==> config.mk <==
export PLATFORM = sky130hd
export DESIGN_NAME = cia_front
export DESIGN_NICKNAME = d
export VERILOG_FILES = /design/src/cia_pkg.sv /design/src/cia_front.sv
export SDC_FILE = /design/constraint.sdc
export NUM_CORES = 1
export LEC_CHECK = 0
export BUFFER_PORTS_ARGS = -buffer_cell sky130_fd_sc_hd__buf_2
export CORE_ASPECT_RATIO = 0.9
export CORE_MARGIN = 3
export CORE_UTILIZATION = 45
export DETAILED_ROUTE_END_ITERATION = 8
export PLACE_DENSITY = 0.73
export RECOVER_POWER = 100
export SETUP_SLACK_MARGIN = 0.1
export SLEW_MARGIN = 40
export SYNTH_ARGS = -nofsm -noshare
export SYNTH_HDL_FRONTEND = slang
export SYNTH_SLANG_ARGS = --single-unit
==> constraint.sdc <==
create_clock -name vclk -period 11.2
set_clock_uncertainty 0.1 [all_clocks]
set_input_delay 2.24 -clock vclk [all_inputs]
set_output_delay 2.24 -clock vclk [all_outputs]
set_load 0.005 [all_outputs]
==> src/cia_pkg.sv <==
`default_nettype none
package cia_pkg;

  localparam int XLEN = 64;
  localparam int DIV_STEPS = XLEN;
  localparam int HALF = XLEN / 2;
  localparam int LAST = DIV_STEPS + 1;

  localparam logic [3:0] OP_ADD = 4'd0;
  localparam logic [3:0] OP_SUB = 4'd1;
  localparam logic [3:0] OP_MUL = 4'd2;
  localparam logic [3:0] OP_DIV = 4'd3;
  localparam logic [3:0] OP_REM = 4'd4;
  localparam logic [3:0] OP_MAX = 4'd5;
  localparam logic [3:0] OP_EQ  = 4'd6;
  localparam logic [3:0] OP_LT  = 4'd7;
  localparam logic [3:0] OP_GT  = 4'd8;
  localparam logic [3:0] OP_LE  = 4'd9;
  localparam logic [3:0] OP_GE  = 4'd10;

  localparam logic [1:0] ST_OK   = 2'd0;
  localparam logic [1:0] ST_OVF  = 2'd1;
  localparam logic [1:0] ST_DIVZ = 2'd2;

  localparam logic [1:0] KIND_DONE = 2'd0;
  localparam logic [1:0] KIND_MUL  = 2'd1;
  localparam logic [1:0] KIND_DIV  = 2'd2;
  localparam logic [1:0] KIND_REM  = 2'd3;

  typedef struct packed {
    logic [3:0]             opcode;
    logic signed [XLEN-1:0] left_operand;
    logic signed [XLEN-1:0] right_operand;
  } in_t;

  typedef struct packed {
    logic signed [XLEN-1:0] value;
    logic [1:0]             status;
  } out_t;

  typedef struct packed {
    logic [1:0]      kind;
    logic [XLEN-1:0] value;
    logic [1:0]      status;
    logic            neg;
    logic            sa;
    logic            sb;
    logic [XLEN-1:0] ua;
    logic [XLEN-1:0] ub;
  } entry_t;

endpackage
`default_nettype wire

==> src/cia_front.sv <==
`default_nettype none
module cia_front import cia_pkg::*; (
  input  var in_t    item,
  output var entry_t entry
);

  logic [XLEN-1:0] a;
  logic [XLEN-1:0] b;
  logic [XLEN-1:0] sum;
  logic [XLEN-1:0] diff;
  logic            a_lt_b;
  logic            b_lt_a;

  assign a = item.left_operand;
  assign b = item.right_operand;
  assign sum = a + b;
  assign diff = a - b;
  assign a_lt_b = item.left_operand < item.right_operand;
  assign b_lt_a = item.right_operand < item.left_operand;

  always_comb begin
    entry = '0;
    entry.sa = a[XLEN-1];
    entry.sb = b[XLEN-1];
    entry.ua = a[XLEN-1] ? (~a + 1'b1) : a;
    entry.ub = b[XLEN-1] ? (~b + 1'b1) : b;
    entry.neg = (a[XLEN-1] ^ b[XLEN-1]) && (a != '0) && (b != '0);
    entry.kind = KIND_DONE;
    entry.status = ST_OK;
    case (item.opcode)
      OP_ADD: begin
        if ((a[XLEN-1] == b[XLEN-1]) && (sum[XLEN-1] != a[XLEN-1])) entry.status = ST_OVF;
        else entry.value = sum;
      end
      OP_SUB: begin
        if ((a[XLEN-1] != b[XLEN-1]) && (diff[XLEN-1] != a[XLEN-1])) entry.status = ST_OVF;
        else entry.value = diff;
      end
      OP_MUL: entry.kind = KIND_MUL;
      OP_DIV, OP_REM: begin
        if (b == '0) entry.status = ST_DIVZ;
        else entry.kind = (item.opcode == OP_DIV) ? KIND_DIV : KIND_REM;
      end
      OP_MAX: entry.value = b_lt_a ? a : b;
      OP_EQ:  entry.value = {{(XLEN-1){1'b0}}, a == b};
      OP_LT:  entry.value = {{(XLEN-1){1'b0}}, a_lt_b};
      OP_GT:  entry.value = {{(XLEN-1){1'b0}}, b_lt_a};
      OP_LE:  entry.value = {{(XLEN-1){1'b0}}, !b_lt_a};
      OP_GE:  entry.value = {{(XLEN-1){1'b0}}, !a_lt_b};
      default: entry.value = '0;
    endcase
  end

endmodule
`default_nettype wire

=== After elaboration in Yosys (flattened, before gate mapping) ===
Index checks and enable logic that the tools add are counted.

* Add/sub/neg operators: 4
* $lt $le $gt $ge: 2
* Eq/ne operators: 15
* Multiplexer cells: 13
* Bitwise logic cells: 3
* Reductions and logical operators: 11

{| class="wikitable"
|+ Operators by type and width
! operator !! count
|-
| $pmux W64 S8 || 1
|-
| $mux W64 || 5
|-
| $add A64 B1 Y64 const B || 2
|-
| $lt A64 B64 Y1 || 2
|-
| $not A64 Y64 || 2
|-
| $reduce_bool A64 Y1 || 2
|-
| $add A64 B64 Y64 || 1
|-
| $eq A64 B64 Y1 || 1
|-
| $logic_not A64 Y1 || 1
|-
| $sub A64 B64 Y64 || 1
|-
| $eq A4 B3 Y1 const B || 4
|-
| $eq A4 B4 Y1 const B || 3
|-
| $eq A4 B2 Y1 const B || 2
|-
| $pmux W2 S3 || 1
|-
| $eq A4 B1 Y1 const B || 1
|-
| $logic_and A1 B1 Y1 || 4
|-
| $logic_not A4 Y1 || 1
|-
| $mux W2 || 2
|-
| $pmux W2 S2 || 1
|-
| $mux W1 || 3
|-
| $ne A1 B1 Y1 || 3
|-
| $logic_not A1 Y1 || 2
|-
| $reduce_or A2 Y1 || 1
|-
| $eq A1 B1 Y1 || 1
|-
| $xor A1 B1 Y1 || 1
|}

* Register bits after elaboration: 0
* Input bits: 132
* Output and inout bits: 199
* Word-level logic and storage cells: 48

=== Logic depth before layout (Yosys ltp) ===
* Word-level depth: 5
* Gate-level depth with buffers: 17
* Gate-level depth less buffers: 15

=== Worst setup path after synthesis ===
OpenSTA, ideal clock, no wires.

* Path type: input-to-output
* Start point: input item[63] (netlist bit)
* End point: output entry[139] (netlist bit)
* Data arrival time: 5.485 ns
* Data required time: 8.860 ns
* Slack: 3.375 ns
* Stages on the path: 16
* Buffers on the path: 5
* Path through: clkbuf_1 inv_1 ha_1 buf_2 clkinv_1 nor4_1 nand3_1 or3_1 nand2_1 mux2_2 o21a_1 buf_2 buf_1 clkbuf_1 a21oi_1 o21ai_0

{| class="wikitable"
|+ RTL lines
! what !! RTL line !! RTL
|-
| start: declaration || cia_front.sv:3 || <nowiki>input var in_t item,</nowiki>
|-
| end: declaration || cia_front.sv:4 || <nowiki>output var entry_t entry</nowiki>
|}

==> results.md <==
Power and ir drop:
- The sequential fraction of design power is 0%.
- Of the total power, combinational logic draws 100.0%.
- Net switching is 65.93% of the power.
- The clock network burns 0% of the power.
- For this design the static power due to leakage is 6.494 nW.
- The power spent charging and discharging nets is 0.5725 mW.
- For this design the ratio of total power to cell area is 56.98 mW/mm^2.
- IR analysis of the VDD net gives a maximum drop of 0.02738 mV.
- The internal power is 0.2958 mW.

Timing:
- The accumulated negative setup slack is 0 ns.
- The number of slew-limit violations in the final report came to 67.
- On the final layout, the worst hold slack is 4.665 ns.
- Setup repair after global routing left no endpoint under its margin.
- The final setup violation count is 0.
- The remaining max-slew budget at the tightest pin is -125.6%.
- For this run, the top clock speed supported by timing is 0.1029 GHz.
- The final hold violation count was 0.
- At the pin with the least slew margin, the transition time is 3.385 ns.
- The post-route clock period utilization is 86.78%.
- The minimum period implied by the final worst setup slack is 9.719 ns.

Route:
- After the first detailed-routing iteration, the DRC count stood at 2376.
- The via count is 18330.
- The antenna violation net count after detailed routing is 0.
- The post-detailed-route DRC marker count is 0.
- The via density per instance is 6.647.
- Dividing the detail-routed wire length by the instance count gives 23.78 um.
- For this run, the detailed router's first-pass iteration total came to 6.
- The routed design has 65590 um of wire.

Critical path:
- Along the worst path, the maximum fanout reaches 66.
- The critical path startpoint category is an input port.
- By startpoint and endpoint, the worst setup path is classified as in2out.
- The arrival time of the worst setup path is 7.38 ns.
- Data on the critical path is required at its endpoint by 8.86 ns.
- The kind of end point of the critical path is a primary output.

Final layout:
- Cells with a size suffix above 1 make up 10.46% of the layout.
- The filler cells instantiated in the layout total 3154.
- The filler-free cell count of the finished design is 2758.
- The register area is 0 sq um.
- The area growth from synthesis to layout is 12.25%.
- Leaving out fill and tap cells, the most frequent cells in the layout are 247 x a21oi_1, 230 x nor2_1, 210 x inv_1.
- The library cell used most frequently in the layout, excluding fill and tap cells, is a21oi_1.
- There are 0 flip-flops and latches.
- The count of clock buffers in the final design is 0.
- After the last flow step, the layout net total stands at 2690.

Clock tree:
- In this run the post-CTS setup repair buffer count came out at 0.
- Once the clock tree was built, the resizer swapped 0 gates to a different size.
- The total of hold buffers inserted after clock tree synthesis is 0.

Global route:
- The first global-routing pass estimated 97550 um of wire.
- The largest net degree at the start of global routing is 67.
- The sum of overflow across all layers after global routing is 0.
- For this run, the total global-route usage over all layers was measured as 37.57%.
- The initial antenna violation count is 3.
- The number of global-route vias before repair came to 16600.

Floorplanning:
- The floorplan step defined a core boundary enclosing 0.02931 sq mm.
- The initial utilization of the core area, before any placement, comes to 46.33%.
- The die covers 0.03229 sq mm.
- The horizontal die dimension is 189.1 um.
- The initialized floorplan defines 59 standard-cell rows.
- The I/O pin count is 331.
- Measured along the y axis, the die boundary spans 170.8 um.

Placed design:
- Including well taps, the total number of placed cells is 2757.
- The count of buffers added on input and output ports is 331.
- Detailed placement ended at an HPWL of 52530 um.
- The global placer's final weighted congestion is 1.057.

Logic synthesis:
- Dividing the synthesized area by the synthesized cell count gives 6.338 sq um.
- The fraction of synthesized cell area taken by the top area cell type is 17.79%.
- Sequential cells were found to cover 0% of the synthesized design area.
- Yosys attributes the largest share of cell area to ha_1 18%, a21oi_1 9.1%, xnor2_1 8.1%.
- The synthesized instance count is 2142.
- Of all cell types, the one taking the most synthesized area is ha_1.
- The net count after synthesis is 2469.
- The count of unique library cells instantiated by Yosys is 80.
- The number of synthesis warnings is 0.
- In this run the cell area of the synthesized design comes to 0.01358 sq mm.

Run status:
- The checks that failed: capacitance limit, slew limit.
- The run finished, with violations left.

Job:
- The tool flagged a number of max-cap violations equal to 1.

Hold path:
- The path type of the worst min-delay path is in2out.
- The instance count along the most critical hold path is 2.
==> final timing paths <==
kind / from / to / slack (ns)
worst max-delay path: item[63] / entry[133] / 1.48
worst min-delay path: item[0] / entry[0] / 4.66
==> critical path: stages <==
cell and delay, ns:
buf_2 0.08, clkbuf_1 2.37, ha_1 0.44, a221oi_1 0.08, o21a_1 0.18, mux2_1 0.22, o21a_4 0.38, buf_12 0.30
nor2_1 0.07, a21oi_1 0.23, o21ai_0 0.11, a2111o_1 0.48, buf_2 0.16
==> power groups by stage <==
| stage | registers [mW] | logic (mW) | clock network [mW] |
|---|---|---|---|
| CTS | 0 | 0.853 | 0 |
| finish | 0 | 0.868 | 0.0000000119 |
| global route | 0 | 0.936 | 0.0000000119 |
| global placement | 0 | 0.844 | 0 |
| floorplan | 0 | 0.524 | 0 |
| detailed placement | 0 | 0.848 | 0 |
==> cell families (layout without fill, tap and decap cells) <==
| group | Yosys count | count (layout) | share of synthesized area (%) |
|---|---|---|---|
| buffers and inverters | 340 | 559 | 9.594 |
| other | 0 | 1 | 0 |
| muxes | 6 | 6 | 0.4608 |
| adders and majority gates | 195 | 195 | 18.08 |
| and+or+nand+nor | 624 | 624 | 22.27 |
| xor gates and xnor gates | 126 | 126 | 8.128 |
| AOI/OAI and AO/OA | 851 | 851 | 41.46 |
==> metal layers <==
metal  wire, um  global-route usage, %
met5         21                      0
met4       2466                  12.46
met3       7600                  7.662
met2      27550                  57.91
met1      27950                  52.29
==> stage by stage <==
step	instance area [sq um]	power [mW]	setup WS, ns	util, %
2_1_floorplan	13580	0.5244	3.375	-
3_3_place_gp	15350	0.8438	2.052	52.38
3_5_place_dp	15420	0.8484	2.216	52.63
4_1_cts	15420	0.8533	2.187	52.63
5_1_grt	15240	0.9363	1.250	52.00
6_report	15240	0.8683	1.481	52.00
==> Yosys cell counts (9+ instances only) <==
cell	instances
a21o_1	28
o22ai_1	87
a211oi_1	33
nand3_1	42
nor2b_1	17
o221a_2	10
a21oi_1	247
nor2_1	230
nor3_1	38
nand2_1	122
o21a_1	15
nand2b_1	19
o31ai_1	58
xnor2_1	126
or3_1	24
nor4_1	24
nand4_1	49
a221oi_1	51
and2_1	14
inv_1	210
buf_2	9
ha_1	193
o41ai_1	17
clkbuf_1	107
or2_2	12
o211ai_1	16
o21bai_1	50
o21ai_0	127
a31oi_1	13
==> layout make-up <==
cell class | instances | area (sq um) | area share (%)
inverter | 212 | 795.8 | 5.222
tap | 396 | 495.5 | 3.251
antenna | 1 | 2.502 | 0.01642
multi-input combinational | 1802 | 12330 | 80.90
timing repair buffer | 347 | 1618 | 10.62
Power figures use the tool's default switching activity.
