`src/cia_pkg.sv`:
```
`default_nettype none
package cia_pkg;

  localparam int XLEN = 64;
  localparam int DIV_STEPS = XLEN;
  localparam int HALF = XLEN / 2;
  localparam int LAST = DIV_STEPS + 1;

  localparam logic [3:0] OP_ADD = 4'd0;
  localparam logic [3:0] OP_SUB = 4'd1;
  localparam logic [3:0] OP_MUL = 4'd2;
  localparam logic [3:0] OP_DIV = 4'd3;
  localparam logic [3:0] OP_REM = 4'd4;
  localparam logic [3:0] OP_MAX = 4'd5;
  localparam logic [3:0] OP_EQ  = 4'd6;
  localparam logic [3:0] OP_LT  = 4'd7;
  localparam logic [3:0] OP_GT  = 4'd8;
  localparam logic [3:0] OP_LE  = 4'd9;
  localparam logic [3:0] OP_GE  = 4'd10;

  localparam logic [1:0] ST_OK   = 2'd0;
  localparam logic [1:0] ST_OVF  = 2'd1;
  localparam logic [1:0] ST_DIVZ = 2'd2;

  localparam logic [1:0] KIND_DONE = 2'd0;
  localparam logic [1:0] KIND_MUL  = 2'd1;
  localparam logic [1:0] KIND_DIV  = 2'd2;
  localparam logic [1:0] KIND_REM  = 2'd3;

  typedef struct packed {
    logic [3:0]             opcode;
    logic signed [XLEN-1:0] left_operand;
    logic signed [XLEN-1:0] right_operand;
  } in_t;

  typedef struct packed {
    logic signed [XLEN-1:0] value;
    logic [1:0]             status;
  } out_t;

  typedef struct packed {
    logic [1:0]      kind;
    logic [XLEN-1:0] value;
    logic [1:0]      status;
    logic            neg;
    logic            sa;
    logic            sb;
    logic [XLEN-1:0] ua;
    logic [XLEN-1:0] ub;
  } entry_t;

endpackage
`default_nettype wire

```
`src/cia_queue.sv`:
```
`default_nettype none
module cia_queue import cia_pkg::*; (
  input  var logic   clk,
  input  var logic   rst,
  input  var logic   wr,
  input  var entry_t wr_data,
  output var logic   full,
  input  var logic   rd,
  output var logic   avail,
  output var entry_t rd_data
);

  entry_t     slots [2];
  logic       wr_ptr;
  logic       rd_ptr;
  logic [1:0] count;
  logic       do_wr;
  logic       do_rd;

  assign full = count == 2'd2;
  assign avail = count != 2'd0;
  assign rd_data = slots[rd_ptr];
  assign do_wr = wr && !full;
  assign do_rd = rd && avail;

  always_ff @(posedge clk) begin
    if (do_wr) slots[wr_ptr] <= wr_data;
  end

  always_ff @(posedge clk) begin
    if (rst) begin
      wr_ptr <= 1'b0;
      rd_ptr <= 1'b0;
      count <= 2'd0;
    end else begin
      if (do_wr) wr_ptr <= !wr_ptr;
      if (do_rd) rd_ptr <= !rd_ptr;
      count <= count + {1'b0, do_wr} - {1'b0, do_rd};
    end
  end

endmodule
`default_nettype wire

```
`config.mk`:
```
export PLATFORM = sky130hd
export DESIGN_NAME = cia_queue
export DESIGN_NICKNAME = d
export VERILOG_FILES = /design/src/cia_pkg.sv /design/src/cia_queue.sv
export SDC_FILE = /design/constraint.sdc
export NUM_CORES = 1
export LEC_CHECK = 0
export BUFFER_PORTS_ARGS = -buffer_cell sky130_fd_sc_hd__buf_4
export CORE_MARGIN = 2
export CORE_UTILIZATION = 30
export DETAILED_ROUTE_END_ITERATION = 7
export PLACE_DENSITY_LB_ADDON = 0.15
export SYNTH_ARGS = -nofsm -noshare
export SYNTH_HDL_FRONTEND = slang
export SYNTH_SLANG_ARGS = --single-unit
```
`constraint.sdc`:
```
create_clock -name clk -period 10.05 [get_ports clk]
set_clock_uncertainty 0.15 [all_clocks]
set_input_delay 1.5075 -clock clk [delete_from_list [all_inputs] [get_ports clk]]
set_output_delay 1.5075 -clock clk [all_outputs]
set_load 0.01 [all_outputs]
```
# After elaboration in Yosys (flattened, before gate mapping)
# Memories as Yosys holds them, arrays and structs flattened. A register that Yosys moved wholly into a read port is not among the register bits.
# Index checks and enable logic that the tools add are counted.
# word_totals
ff_bits	4
mem_bits_ro	0
latchBits	0
memories	1
out_inout_bits	201
mem_bits_rw	398
inputBits	203
wordCells	17
# classes
n_eq_ne	1
n_lt_le_gt_ge	0
n_mul	0
addsub	2
mux	4
shifts	0
n_reduce_logical	6
div	0
bitwise_logic	0
# memory_table
memory	words	width	rd	rd_clocked_by_memory_dff	wr	line_no	source
slots	2	199	1	1	1	cia_queue.sv:13	entry_t slots [2];
# op_table
operator	count
2-to-1 mux 1 bit	4
logical NOT 1 bit	3
adder 2 x 1 -> 2 bit	1
equality test 2 bit, second input constant	1
logical AND 1 bit	2
nonzero test 2 bit	1
subtractor 2 x 1 -> 2 bit	1

# Depth between registers and ports, before layout
# Gate-level depths: netlist (run 1).
# logic_depth
ltp_word	5
mapped_depth	8
mapped_depth_nobuf	8

# Least setup slack after synthesis (run 1)
# OpenSTA, ideal clock, no wires.
# synth_timing
path_type	input port to flip-flop
from	input wr
to	memory slots[1][0] in the netlist's numbering (enable)
path_slack_ns	3.211
cell_stages	1
path_buffers	0
setup_time_ns	0.585
arrival_ns	6.104
t_required_ns	9.315
path_cell_list	and3_1
# synth_via
elab_chain_cells	3
# synth_rtl
element	line_no	source
start: declaration	cia_queue.sv:5	input var logic wr,
logical AND 1 bit	cia_queue.sv:23	assign do_wr = wr && !full;
2-to-1 mux 1 bit	cia_queue.sv:27	if (do_wr) slots[wr_ptr] <= wr_data;
2-to-1 mux 1 bit (implied by the code)	cia_queue.sv:27	
end: declaration	cia_queue.sv:13	
# No other way between the ends.

==> results_tabular.tex, run 1 <==
\begin{tabular}{lr}
\hline
Metric & Value \\
\hline
\multicolumn{2}{l}{\textbf{Run status}} \\
Result of the run & completed \\
\multicolumn{2}{l}{\textbf{Floorplan}} \\
Vert. Die Dim & 228 microns \\
Width of the die & 228 microns \\
Die Outline Area & 51,800 sq um \\
Area inside the core boundary & 49,200 sq um \\
Initial Utilization & 30.5\% \\
Number of top-level pins & 404 \\
Site row count & 81 \\
\multicolumn{2}{l}{\textbf{Synth}} \\
Synth cell types & 20 \\
Main flop type after synthesis & edfxtp\_1 \\
Sequential-to-total area share from yosys stat & 80.4\% \\
Total number of yosys warnings & 0 \\
Synth Cell Area & 15,000 sq um \\
EDFF count, synth & 398 \\
Number of standard cells after synthesis & 645 \\
Async set or reset register ratio after synthesis & 0\% \\
Nets in the synthesized netlist & 850 \\
Synthesis-stage register bit count & 403 \\
Average cell area after synthesis & 23.2 sq um \\
\multicolumn{2}{l}{\textbf{Clock tree}} \\
Cts hold-fix bufs & 0 \\
Clock transition time at the flip-flop clock pins of the worst setup and hold paths & 0.06 ns \\
Clock net sink count & 403 \\
TritonCTS clock tree & built \\
Resized cells post-CTS & 0 \\
TritonCTS Buffers & 46 \\
Root cell of the clock tree & clkbuf\_16 \\
Insertion delay of the later-clocked pin in the worst-skew pair & 0.56 ns \\
Post-CTS Repair Setup Buffers & 0 \\
Maximum clock path buffer count & 3 \\
Level count of the clock H-tree & 2 \\
\multicolumn{2}{l}{\textbf{Worst setup path}} \\
Worst setup SP type & flop \\
Largest fanout on the critical path & 61 \\
Data arrival time of the worst path & 3.53 ns \\
CP Data Required Time & 8.39 ns \\
Critical Path Sink Type & output port \\
Critical path start-end classification & flop to output port \\
\multicolumn{2}{l}{\textbf{Power and ir drop}} \\
Largest voltage drop on the vdd net & 0.166 mV \\
Total design power & 5.02 mW \\
Leakage power & 7.60 nW \\
Switching component of the power & 1.30 mW \\
Pwr dens & 249 nW/um\^{}2 \\
Internal power component & 3.72 mW \\
Switching share of power & 25.9\% \\
Flop pwr share & 43.2\% \\
Clock network power share & 32.0\% \\
Portion of total power attributed to combinational logic & 24.8\% \\
\multicolumn{2}{l}{\textbf{Detailed routing}} \\
Vias after detailed routing & 7,451 \\
Detail-routed net length per standard cell & 19.4 microns \\
Vias per Instance & 4.18 \\
Detailed Routing Iterations Pass 1 & 4 \\
Number of nets with antenna violations after detailed routing & 0 \\
Remaining design rule violation count & 0 \\
Initial detailed-routing violation count & 341 \\
Total routed wirelength & 34,600 microns \\
\multicolumn{2}{l}{\textbf{Timing}} \\
Final worst-path cycle share & 51.6\% \\
Setup-violating endpoint count in the final report & 0 \\
Total count of max-transition violations in the final report & 0 \\
Final number of hold-violating endpoints & 0 \\
Slack of the critical path & 4.86 ns \\
Worst rel slew slack & 28.8\% \\
Unrepaired setup endpoints after global routing & no \\
Final critical path time including I/O delays and setup & 5.19 ns \\
Total Neg Setup Slack & 0 ns \\
F\_max & 193 MHz \\
Tightest Pin Transition & 1.07 ns \\
\multicolumn{2}{l}{\textbf{Global route}} \\
Remaining Overflow, GRT & 0 \\
Global-route wire length before repair & 49,200 microns \\
M2 GR Usage & 19.2\% \\
Grt peak-use layer & met2 \\
Routing usage on met1 & 16.2\% \\
Largest net degree at the start of global routing & 101 \\
Vias in the first global route & 7,756 \\
Met3 Track Usage GR & 6.56\% \\
Number of antenna violations at the first check in global routing & 4 \\
Global Route Usage Sum & 12.9\% \\
\multicolumn{2}{l}{\textbf{Placed design}} \\
Final weighted congestion in routability-driven placement & 0.752 \\
DP HPWL & 22,400 microns \\
Count of port buffers added during placement & 403 \\
Minimum setup slack after placement & 5.35 ns \\
\multicolumn{2}{l}{\textbf{Flow run}} \\
Total of max-cap violations & 0 \\
\multicolumn{2}{l}{\textbf{Final layout}} \\
Share of final-layout standard cells stronger than drive strength 1 & 60.3\% \\
Filler Cell Count & 4,466 \\
Signed area change from the synthesized netlist to the final layout & 34.5\% \\
Final Net Count & 1,287 \\
Total inserted antenna cells & 0 \\
\multicolumn{2}{l}{\textbf{Hold path}} \\
Class of the worst hold path & flop to flop \\
\hline
\end{tabular}
-- worst paths after layout --
kind / startpoint / to / slack (ns) / cells past startpoint
min reg2reg: wr_ptr / wr_ptr / 0.34 / 2
max: flop / rd_data[46] / 4.86 / 4
min: wr_ptr / wr_ptr / 0.34 / 2
max reg2reg: count[0] / slots[1][32] / 6.85 / 4
-- per-layer routing --
| layer | part of all wire [%] | vias up | wire, microns |
|---|---|---|---|
| li1 | - | 3445 | - |
| met4 | 2.0 | 8 | 685 |
| met1 | 41 | 3637 | 14300 |
| met5 | 0.17 | - | 59 |
| met2 | 44 | 304 | 15400 |
| met3 | 12 | 57 | 4150 |
-- sequential cells by signal, summed over array words and instances (netlist names), named ones only --
register / count
rd_ptr: 1
wr_ptr: 1
count: 2
slots: 398
-- cells in the final DEF, fill, tap and decap left out --
cell and n:
nor2b_1 1, bufinv_16 4, inv_6 1, nand2b_1 1
o21ai_0 1, clkinvlp_4 1, xor2_1 1, mux2_2 99
edfxtp_1 398, dfxtp_4 1, clkinv_2 6, dfxtp_1 4
a21oi_1 1, clkinv_1 11, buf_4 411, or3_1 1
clkbuf_1 13, inv_8 1, and3_4 1, clkinv_4 1
o21a_1 1, clkbuf_16 47, ha_1 2, or2_2 1
inv_1 3, nand2_1 1, xnor2_1 2, mux2_4 100
nor2_1 3
-- Yosys cell counts, types with 2 or more instances --
library cell / number / share of area, %
xnor2_1: 2 / 0.12
buf_6: 14 / 1.1
inv_1: 4 / 0.10
dfxtp_1: 5 / 0.67
edfxtp_1: 398 / 80
ha_1: 2 / 0.17
buf_2: 8 / 0.27
mux2_4: 100 / 10
mux2_2: 99 / 7.4
nor2_1: 3 / 0.075
-- kinds of logic (layout without fill, tap and decap cells) --
logic type	Yosys count	after routing	share of synthesized area [%]
AOI/OAI and AO/OA	3	3	0.117
DFF	403	403	80.4
and+or+nand+nor	9	9	0.309
xor gates and xnor gates	3	3	0.175
adders and majority gates	2	2	0.167
buffers and inverters	26	499	1.42
muxes	199	199	17.4
-- power by group through the flow --
stage	sequential, mW	clock (mW)	combinational (mW)
after floorplan	2.19	0	0.740
after global placement	2.20	0	1.27
after detailed placement	2.20	0	1.28
after CTS	2.17	1.66	1.28
after global routing	2.18	1.73	1.34
final	2.16	1.61	1.24
-- worst max-delay path: stages, from the launching register on --
cell	delay (ns)
dfxtp_4	0.83
buf_4	0.70
buf_4	0.78
mux2_2	0.42
buf_4	0.14
-- through the flow --
| stage | hold slack [ns] | instance area [sq um] | std cells | util [%] |
|---|---|---|---|---|
| 2_1_floorplan | 0.302 | 15000 | 645 | - |
| 3_3_place_gp | 0.319 | 18700 | 1698 | 38.1 |
| 3_5_place_dp | 0.331 | 18700 | 1698 | 38.1 |
| 4_1_cts | 0.340 | 20200 | 1782 | 41.0 |
| 5_1_grt | 0.379 | 20200 | 1782 | 41.0 |
| 6_report | 0.339 | 20200 | 1782 | 41.0 |
-- final cells by class --
class	instances	area [sq um]	area share, %
clock buffer	60	1220	6.07
clock inverter	24	216	1.07
inverter	4	22.5	0.112
multi-input combinational	216	2740	13.6
sequential	403	12100	59.8
tap	664	831	4.12
timing repair buffer	411	3090	15.3
Power figures use the tool's default switching activity.
==> run 2: changes to the inputs <==
clock period = 5.25 ns   (was 10.05 ns; I/O delays follow)
==> results_tabular.tex, run 2 (synthesized netlist as in run 1, its figures left out) <==
\begin{tabular}{lr}
\hline
Metric & Value \\
\hline
\multicolumn{2}{l}{\textbf{Power and ir drop}} \\
Flop pwr share & 43.5\% \\
Clock network power share & 31.0\% \\
Total design power & 9.49 mW \\
Switching share of power & 25.8\% \\
Pwr dens & 470 nW/um\^{}2 \\
Internal power component & 7.03 mW \\
Portion of total power attributed to combinational logic & 25.6\% \\
Leakage power & 7.59 nW \\
Switching component of the power & 2.45 mW \\
Largest voltage drop on the vdd net & 0.214 mV \\
\multicolumn{2}{l}{\textbf{Clock tree}} \\
Level count of the clock H-tree & 2 \\
Root cell of the clock tree & clkbuf\_16 \\
Clock transition time at the flip-flop clock pins of the worst setup and hold paths & 0.06 ns \\
TritonCTS Buffers & 45 \\
Resized cells post-CTS & 0 \\
Post-CTS Repair Setup Buffers & 0 \\
Maximum clock path buffer count & 3 \\
Cts hold-fix bufs & 0 \\
Clock net sink count & 403 \\
Insertion delay of the later-clocked pin in the worst-skew pair & 0.56 ns \\
TritonCTS clock tree & built \\
\multicolumn{2}{l}{\textbf{Detailed routing}} \\
Wire length on met2 & 15,900 microns \\
Initial detailed-routing violation count & 299 \\
Number of nets with antenna violations after detailed routing & 0 \\
Total routed wirelength & 33,800 microns \\
Vias after detailed routing & 7,441 \\
Remaining design rule violation count & 0 \\
Detail-routed net length per standard cell & 19.0 microns \\
Detailed-routing wirelength on met1 & 13,100 microns \\
Top layer in use & met4 \\
Detailed Routing Iterations Pass 1 & 4 \\
Vias per Instance & 4.18 \\
Met3 layer wire length in the routed design & 3960 microns \\
\multicolumn{2}{l}{\textbf{Hold path}} \\
Class of the worst hold path & input pin to flop \\
\multicolumn{2}{l}{\textbf{Floorplan}} \\
Vert. Die Dim & 228 microns \\
Initial Utilization & 30.5\% \\
Number of top-level pins & 404 \\
Site row count & 81 \\
Width of the die & 228 microns \\
Die Outline Area & 51,800 sq um \\
Area inside the core boundary & 49,200 sq um \\
\multicolumn{2}{l}{\textbf{Timing}} \\
Setup-violating endpoint count in the final report & 0 \\
Hold Worst Slack & 0.259 ns \\
F\_max & 304 MHz \\
Final critical path time including I/O delays and setup & 3.29 ns \\
Final worst-path cycle share & 62.7\% \\
Worst rel slew slack & 49.1\% \\
Tightest Pin Transition & 0.763 ns \\
Final number of hold-violating endpoints & 0 \\
Slack of the critical path & 1.96 ns \\
Total count of max-transition violations in the final report & 0 \\
Unrepaired setup endpoints after global routing & no \\
Total Neg Setup Slack & 0 ns \\
\multicolumn{2}{l}{\textbf{Global route}} \\
Vias in the first global route & 7,881 \\
Global Route Usage Sum & 12.5\% \\
Global-route wire length before repair & 47,900 microns \\
Largest net degree at the start of global routing & 117 \\
Remaining Overflow, GRT & 0 \\
Number of antenna violations at the first check in global routing & 0 \\
\multicolumn{2}{l}{\textbf{Final layout}} \\
Total inserted antenna cells & 0 \\
Leading cell type in the layout, fill and taps excluded & buf\_4 \\
Registers with the most flip-flops & slots: 398 flops, count: 2 flops \\
Number of flip-flops under the largest register name & 398 \\
Commonest cells after routing, fill and taps aside & buf\_4, edfxtp\_1, mux2\_4 \\
Share of final-layout standard cells stronger than drive strength 1 & 60.2\% \\
Register containing the most flip-flops in the final layout & slots \\
Signed area change from the synthesized netlist to the final layout & 34.7\% \\
Final Net Count & 1,288 \\
\multicolumn{2}{l}{\textbf{Placed design}} \\
Count of port buffers added during placement & 403 \\
DP HPWL & 22,400 microns \\
Minimum setup slack after placement & 2.48 ns \\
Final weighted congestion in routability-driven placement & 0.725 \\
\multicolumn{2}{l}{\textbf{Worst setup path}} \\
Largest fanout on the critical path & 49 \\
Critical path start-end classification & flop to output port \\
Worst setup SP type & flop \\
Critical Path Sink Type & output port \\
Highest-delay cell along the critical path & dfxtp\_4 \\
Kind of cell with the highest combined delay on the critical path & flip-flops \\
Critical path cell sequence & buf\_12 -> mux2\_2 -> buf\_4 \\
Data arrival time of the worst path & 2.35 ns \\
CP Data Required Time & 4.31 ns \\
Worst Path Buf+Inv & 2 \\
Slowest cell delay on critical path & 0.77 ns \\
\multicolumn{2}{l}{\textbf{Flow run}} \\
Total of max-cap violations & 0 \\
\multicolumn{2}{l}{\textbf{Run status}} \\
Result of the run & completed \\
\hline
\end{tabular}
## run 2: changes by cell type in the layout (fill, tap and decap cells not counted)
| cell | change |
|---|---|
| buf_12 | +6 |
| buf_4 | -4 |
| bufinv_16 | -2 |
| clkbuf_1 | +2 |
| clkinv_1 | -1 |
| clkinv_2 | -2 |
| clkinvlp_4 | +1 |
| inv_8 | -1 |
## run 2: cell type report
type	instances	area, sq um
clock buffers	62	1230
clock inverters	19	143
fillers	4465	29000
inverters	4	18.8
multi-input cells	216	2740
flip-flops and latches	403	12100
well taps	664	831
repair buffers	413	3180
## run 2: routing by layer
layer / up-vias / GRT usage [%]
met4: 0 / 4.68
met5: - / 0
met1: 3678 / 14.3
li1: 3439 / -
met3: 51 / 6.49
met2: 273 / 19.8
## run 2: power groups by stage
stage / Combinational [mW] / Sequential (mW) / Clock (mW)
final: 2.42 / 4.12 / 2.94
after global routing: 2.62 / 4.16 / 3.17
after CTS: 2.49 / 4.13 / 3.06
after detailed placement: 2.49 / 4.20 / 0
after global placement: 2.49 / 4.19 / 0
after floorplan: 1.42 / 4.16 / 0
## run 2: worst paths after layout
check | to | start | cells past startpoint | slack, ns
min | slots[1][107] | wr_data[107] | 1 | 0.26
max reg2reg | slots[0][120] | count[0] | 5 | 3.01
min reg2reg | wr_ptr | wr_ptr | 2 | 0.35
max | rd_data[192] | flop | 3 | 1.96
## run 2: through the flow
| stage | cells | cell area [sq um] | util (%) |
|---|---|---|---|
| final | 1781 | 20200 | 41.1 |
| after global routing | 1781 | 20200 | 41.1 |
| after floorplan | 645 | 15000 | - |
| after global placement | 1700 | 18800 | 38.3 |
| after detailed placement | 1700 | 18800 | 38.3 |
| after CTS | 1781 | 20200 | 41.1 |
## run 2: worst reg2reg max path, cell delays in order (launching register included)
cell        delay, ns
dfxtp_1          0.36
nand2b_1         0.16
inv_1            0.07
or3_1            0.36
clkinvlp_4       0.15
buf_4            0.55
==> run 3: changes to the inputs <==
ABC_AREA = 1   (was not set)
clock period = 2.7 ns   (was 5.25 ns; I/O delays follow)
==> results_tabular.tex, run 3 <==
\begin{tabular}{lr}
\hline
Metric & Value \\
\hline
\multicolumn{2}{l}{\textbf{Placed design}} \\
Minimum setup slack after placement & 0.683 ns \\
DP HPWL & 22,200 microns \\
Count of port buffers added during placement & 403 \\
Final weighted congestion in routability-driven placement & 0.731 \\
\multicolumn{2}{l}{\textbf{Global route}} \\
M2 GR Usage & 20.5\% \\
Vias in the first global route & 8,906 \\
Largest net degree at the start of global routing & 94 \\
Routing usage on met1 & 16.7\% \\
Global-route wire length before repair & 52,500 microns \\
Global Route Usage Sum & 13.0\% \\
Grt peak-use layer & met2 \\
Met3 Track Usage GR & 4.53\% \\
Number of antenna violations at the first check in global routing & 3 \\
Remaining Overflow, GRT & 0 \\
\multicolumn{2}{l}{\textbf{Floorplan}} \\
Area inside the core boundary & 49,200 sq um \\
Number of top-level pins & 404 \\
Site row count & 81 \\
Die Outline Area & 51,800 sq um \\
Initial Utilization & 30.5\% \\
Vert. Die Dim & 228 microns \\
Width of the die & 228 microns \\
\multicolumn{2}{l}{\textbf{Synth}} \\
Total number of yosys warnings & 0 \\
Main flop type after synthesis & edfxtp\_1 \\
Synthesis-stage register bit count & 403 \\
Synth cell types & 12 \\
Synth cell count leaders & edfxtp\_1, mux2\_4, mux2\_2 \\
Number of standard cells after synthesis & 657 \\
EDFF count, synth & 398 \\
Average cell area after synthesis & 22.9 sq um \\
Async set or reset register ratio after synthesis & 0\% \\
Nets in the synthesized netlist & 862 \\
Dominant cell type by area after synthesis & edfxtp\_1 \\
Synth Cell Area & 15,000 sq um \\
Top-area cell type share of the netlist area & 79.6\% \\
Leading cell types by total area after synthesis & edfxtp\_1, mux2\_4, mux2\_2, buf\_6, dfxtp\_1 \\
Sequential-to-total area share from yosys stat & 80.3\% \\
Leading cell type by number of instances after synthesis & edfxtp\_1 \\
\multicolumn{2}{l}{\textbf{Final layout}} \\
Commonest cells after routing, fill and taps aside & buf\_4, edfxtp\_1, dlygate4sd3\_1 \\
Sequential Area & 12,100 sq um \\
Filler Cell Count & 4,318 \\
Final Net Count & 1,514 \\
Signed area change from the synthesized netlist to the final layout & 48.9\% \\
Share of final-layout standard cells stronger than drive strength 1 & 51.7\% \\
Area occupied by multi-input gates & 2750 sq um \\
Register containing the most flip-flops in the final layout & slots \\
Registers with the most flip-flops & slots: 398 flops, count: 2 flops \\
Number of flip-flops under the largest register name & 398 \\
Leading cell type in the layout, fill and taps excluded & buf\_4 \\
\multicolumn{2}{l}{\textbf{Timing}} \\
Total count of max-transition violations in the final report & 0 \\
Tightest Pin Transition & 0.618 ns \\
Worst rel slew slack & 58.8\% \\
Hold Worst Slack & 0.377 ns \\
Final critical path time including I/O delays and setup & 2.57 ns \\
Unrepaired setup endpoints after global routing & no \\
F\_max & 389 MHz \\
Final number of hold-violating endpoints & 0 \\
Final worst-path cycle share & 95.2\% \\
Setup-violating endpoint count in the final report & 0 \\
Slack of the critical path & 0.131 ns \\
\multicolumn{2}{l}{\textbf{Power and ir drop}} \\
Largest voltage drop on the vdd net & 0.580 mV \\
Leakage power & 8.53 nW \\
Pwr dens & 846 nW/um\^{}2 \\
\multicolumn{2}{l}{\textbf{Hold path}} \\
Sink of the worst hold path & rd\_ptr \\
Class of the worst hold path & flop to flop \\
Worst min-delay path startpoint & rd\_ptr \\
Cell depth of the worst min-delay path & 2 \\
\multicolumn{2}{l}{\textbf{Clock tree}} \\
Clock transition time at the flip-flop clock pins of the worst setup and hold paths & 0.05 ns \\
Level count of the clock H-tree & 2 \\
TritonCTS Buffers & 45 \\
TritonCTS clock tree & built \\
Maximum clock path buffer count & 3 \\
Root cell of the clock tree & clkbuf\_16 \\
Resized cells post-CTS & 0 \\
Clock net sink count & 403 \\
Insertion delay of the later-clocked pin in the worst-skew pair & 0.54 ns \\
\multicolumn{2}{l}{\textbf{Flow run}} \\
Total of max-cap violations & 0 \\
\multicolumn{2}{l}{\textbf{Detailed routing}} \\
Total routed wirelength & 34,200 microns \\
Detail-routed net length per standard cell & 17.0 microns \\
Vias per Instance & 4.13 \\
Remaining design rule violation count & 0 \\
Initial detailed-routing violation count & 276 \\
Number of nets with antenna violations after detailed routing & 0 \\
Vias after detailed routing & 8,292 \\
Detailed Routing Iterations Pass 1 & 6 \\
\multicolumn{2}{l}{\textbf{Worst setup path}} \\
Reg2Reg Launch Point & count[0] \\
Endpoint of the lowest-slack register-to-register path & slots[0][168] \\
CP Data Required Time & 2.14 ns \\
FF-to-FF path depth & 5 \\
Reg-to-reg slack, setup & 0.89 ns \\
Worst setup SP type & flop \\
Data arrival time of the worst path & 2.01 ns \\
Largest fanout on the critical path & 59 \\
Critical Path Sink Type & output port \\
Critical path start-end classification & flop to output port \\
\multicolumn{2}{l}{\textbf{Run status}} \\
Result of the run & completed \\
\hline
\end{tabular}
-- run 3: cell count changes in the layout (fill, tap and decap cells not counted), moves of 4 or more --
cell | before | now
clkbuf_1 | 15 | 10
nand2_1 | 1 | 6
nor2_1 | 3 | 8
buf_4 | 407 | 416
dlygate4sd3_1 | 0 | 202
inv_1 | 3 | 7
clkinv_2 | 4 | 11
-- run 3: cells by family (layout without fill, tap and decap cells) --
kind of cell	after synthesis	after routing	synth area share [%]
adder cells (fa/ha/maj)	2	2	0.167
other	0	3	0
buffers and inverters	31	717	1.54
multiplexers	199	199	17.4
AND/OR/NAND/NOR	20	20	0.525
flip-flops	403	403	80.3
AO/OA/AOI/OAI	2	2	0.0667
-- run 3: layout make-up --
| type | instances | area share (%) |
|---|---|---|
| sequential | 403 | 53.9 |
| clock buffer | 55 | 5.21 |
| clock inverter | 26 | 0.789 |
| multi-input combinational | 223 | 12.3 |
| inverter | 9 | 0.168 |
| timing repair buffer | 627 | 23.8 |
| antenna | 3 | 0.0336 |
| tap | 664 | 3.72 |
-- run 3: worst max path at each step --
stage | to | slack [ns] | depth (start not counted)
6_report | rd_data[193] | 0.13 | 3
5_1_grt | rd_data[193] | 0.04 | 3
4_1_cts | rd_data[194] | 0.08 | 4
3_5_place_dp | rd_data[194] | 0.68 | 4
3_3_place_gp | rd_data[193] | 0.69 | 3
2_1_floorplan | slots[0][0] | -1.32 | 4
-- run 3: stage by stage --
| stage | TNS [ns] | util [%] | area [sq um] | std cells | power [mW] |
|---|---|---|---|---|---|
| final | 0 | 45.5 | 22400 | 2010 | 18.9 |
| after global routing | 0 | 45.5 | 22400 | 2010 | 19.8 |
| after detailed placement | 0 | 38.6 | 19000 | 1724 | 13.3 |
| after CTS | 0 | 45.5 | 22300 | 2007 | 19.3 |
| after global placement | 0 | 38.6 | 19000 | 1724 | 13.3 |
| after floorplan | -526.19 | - | 15000 | 657 | 11.0 |
-- run 3: layer usage --
layer,vias up,wire [microns]
met4,0,751
li1,3906,-
met2,302,15800
met5,-,0
met3,50,2940
met1,4034,14700
-- run 3: worst max-delay path, cell delays in order, from the launching register on --
cell     delay, ns
dfxtp_4       0.46
buf_12        0.35
mux2_2        0.40
buf_4         0.14
-- run 3: repair_timing --
item                                   in CTS  in global routing
endpoints found under the hold margin     403                  0
hold buffers                              202                  0
buffers inserted                            0                  0
-- run 3: report_power, final --
| part | internal, mW | switching [mW] | leakage (nW) | total (mW) |
|---|---|---|---|---|
| registers | 7.92 | 0.217 | 3.76 | 8.14 |
| logic | 2.81 | 2.40 | 4.11 | 5.21 |
| clock network | 3.24 | 2.33 | 0.658 | 5.57 |
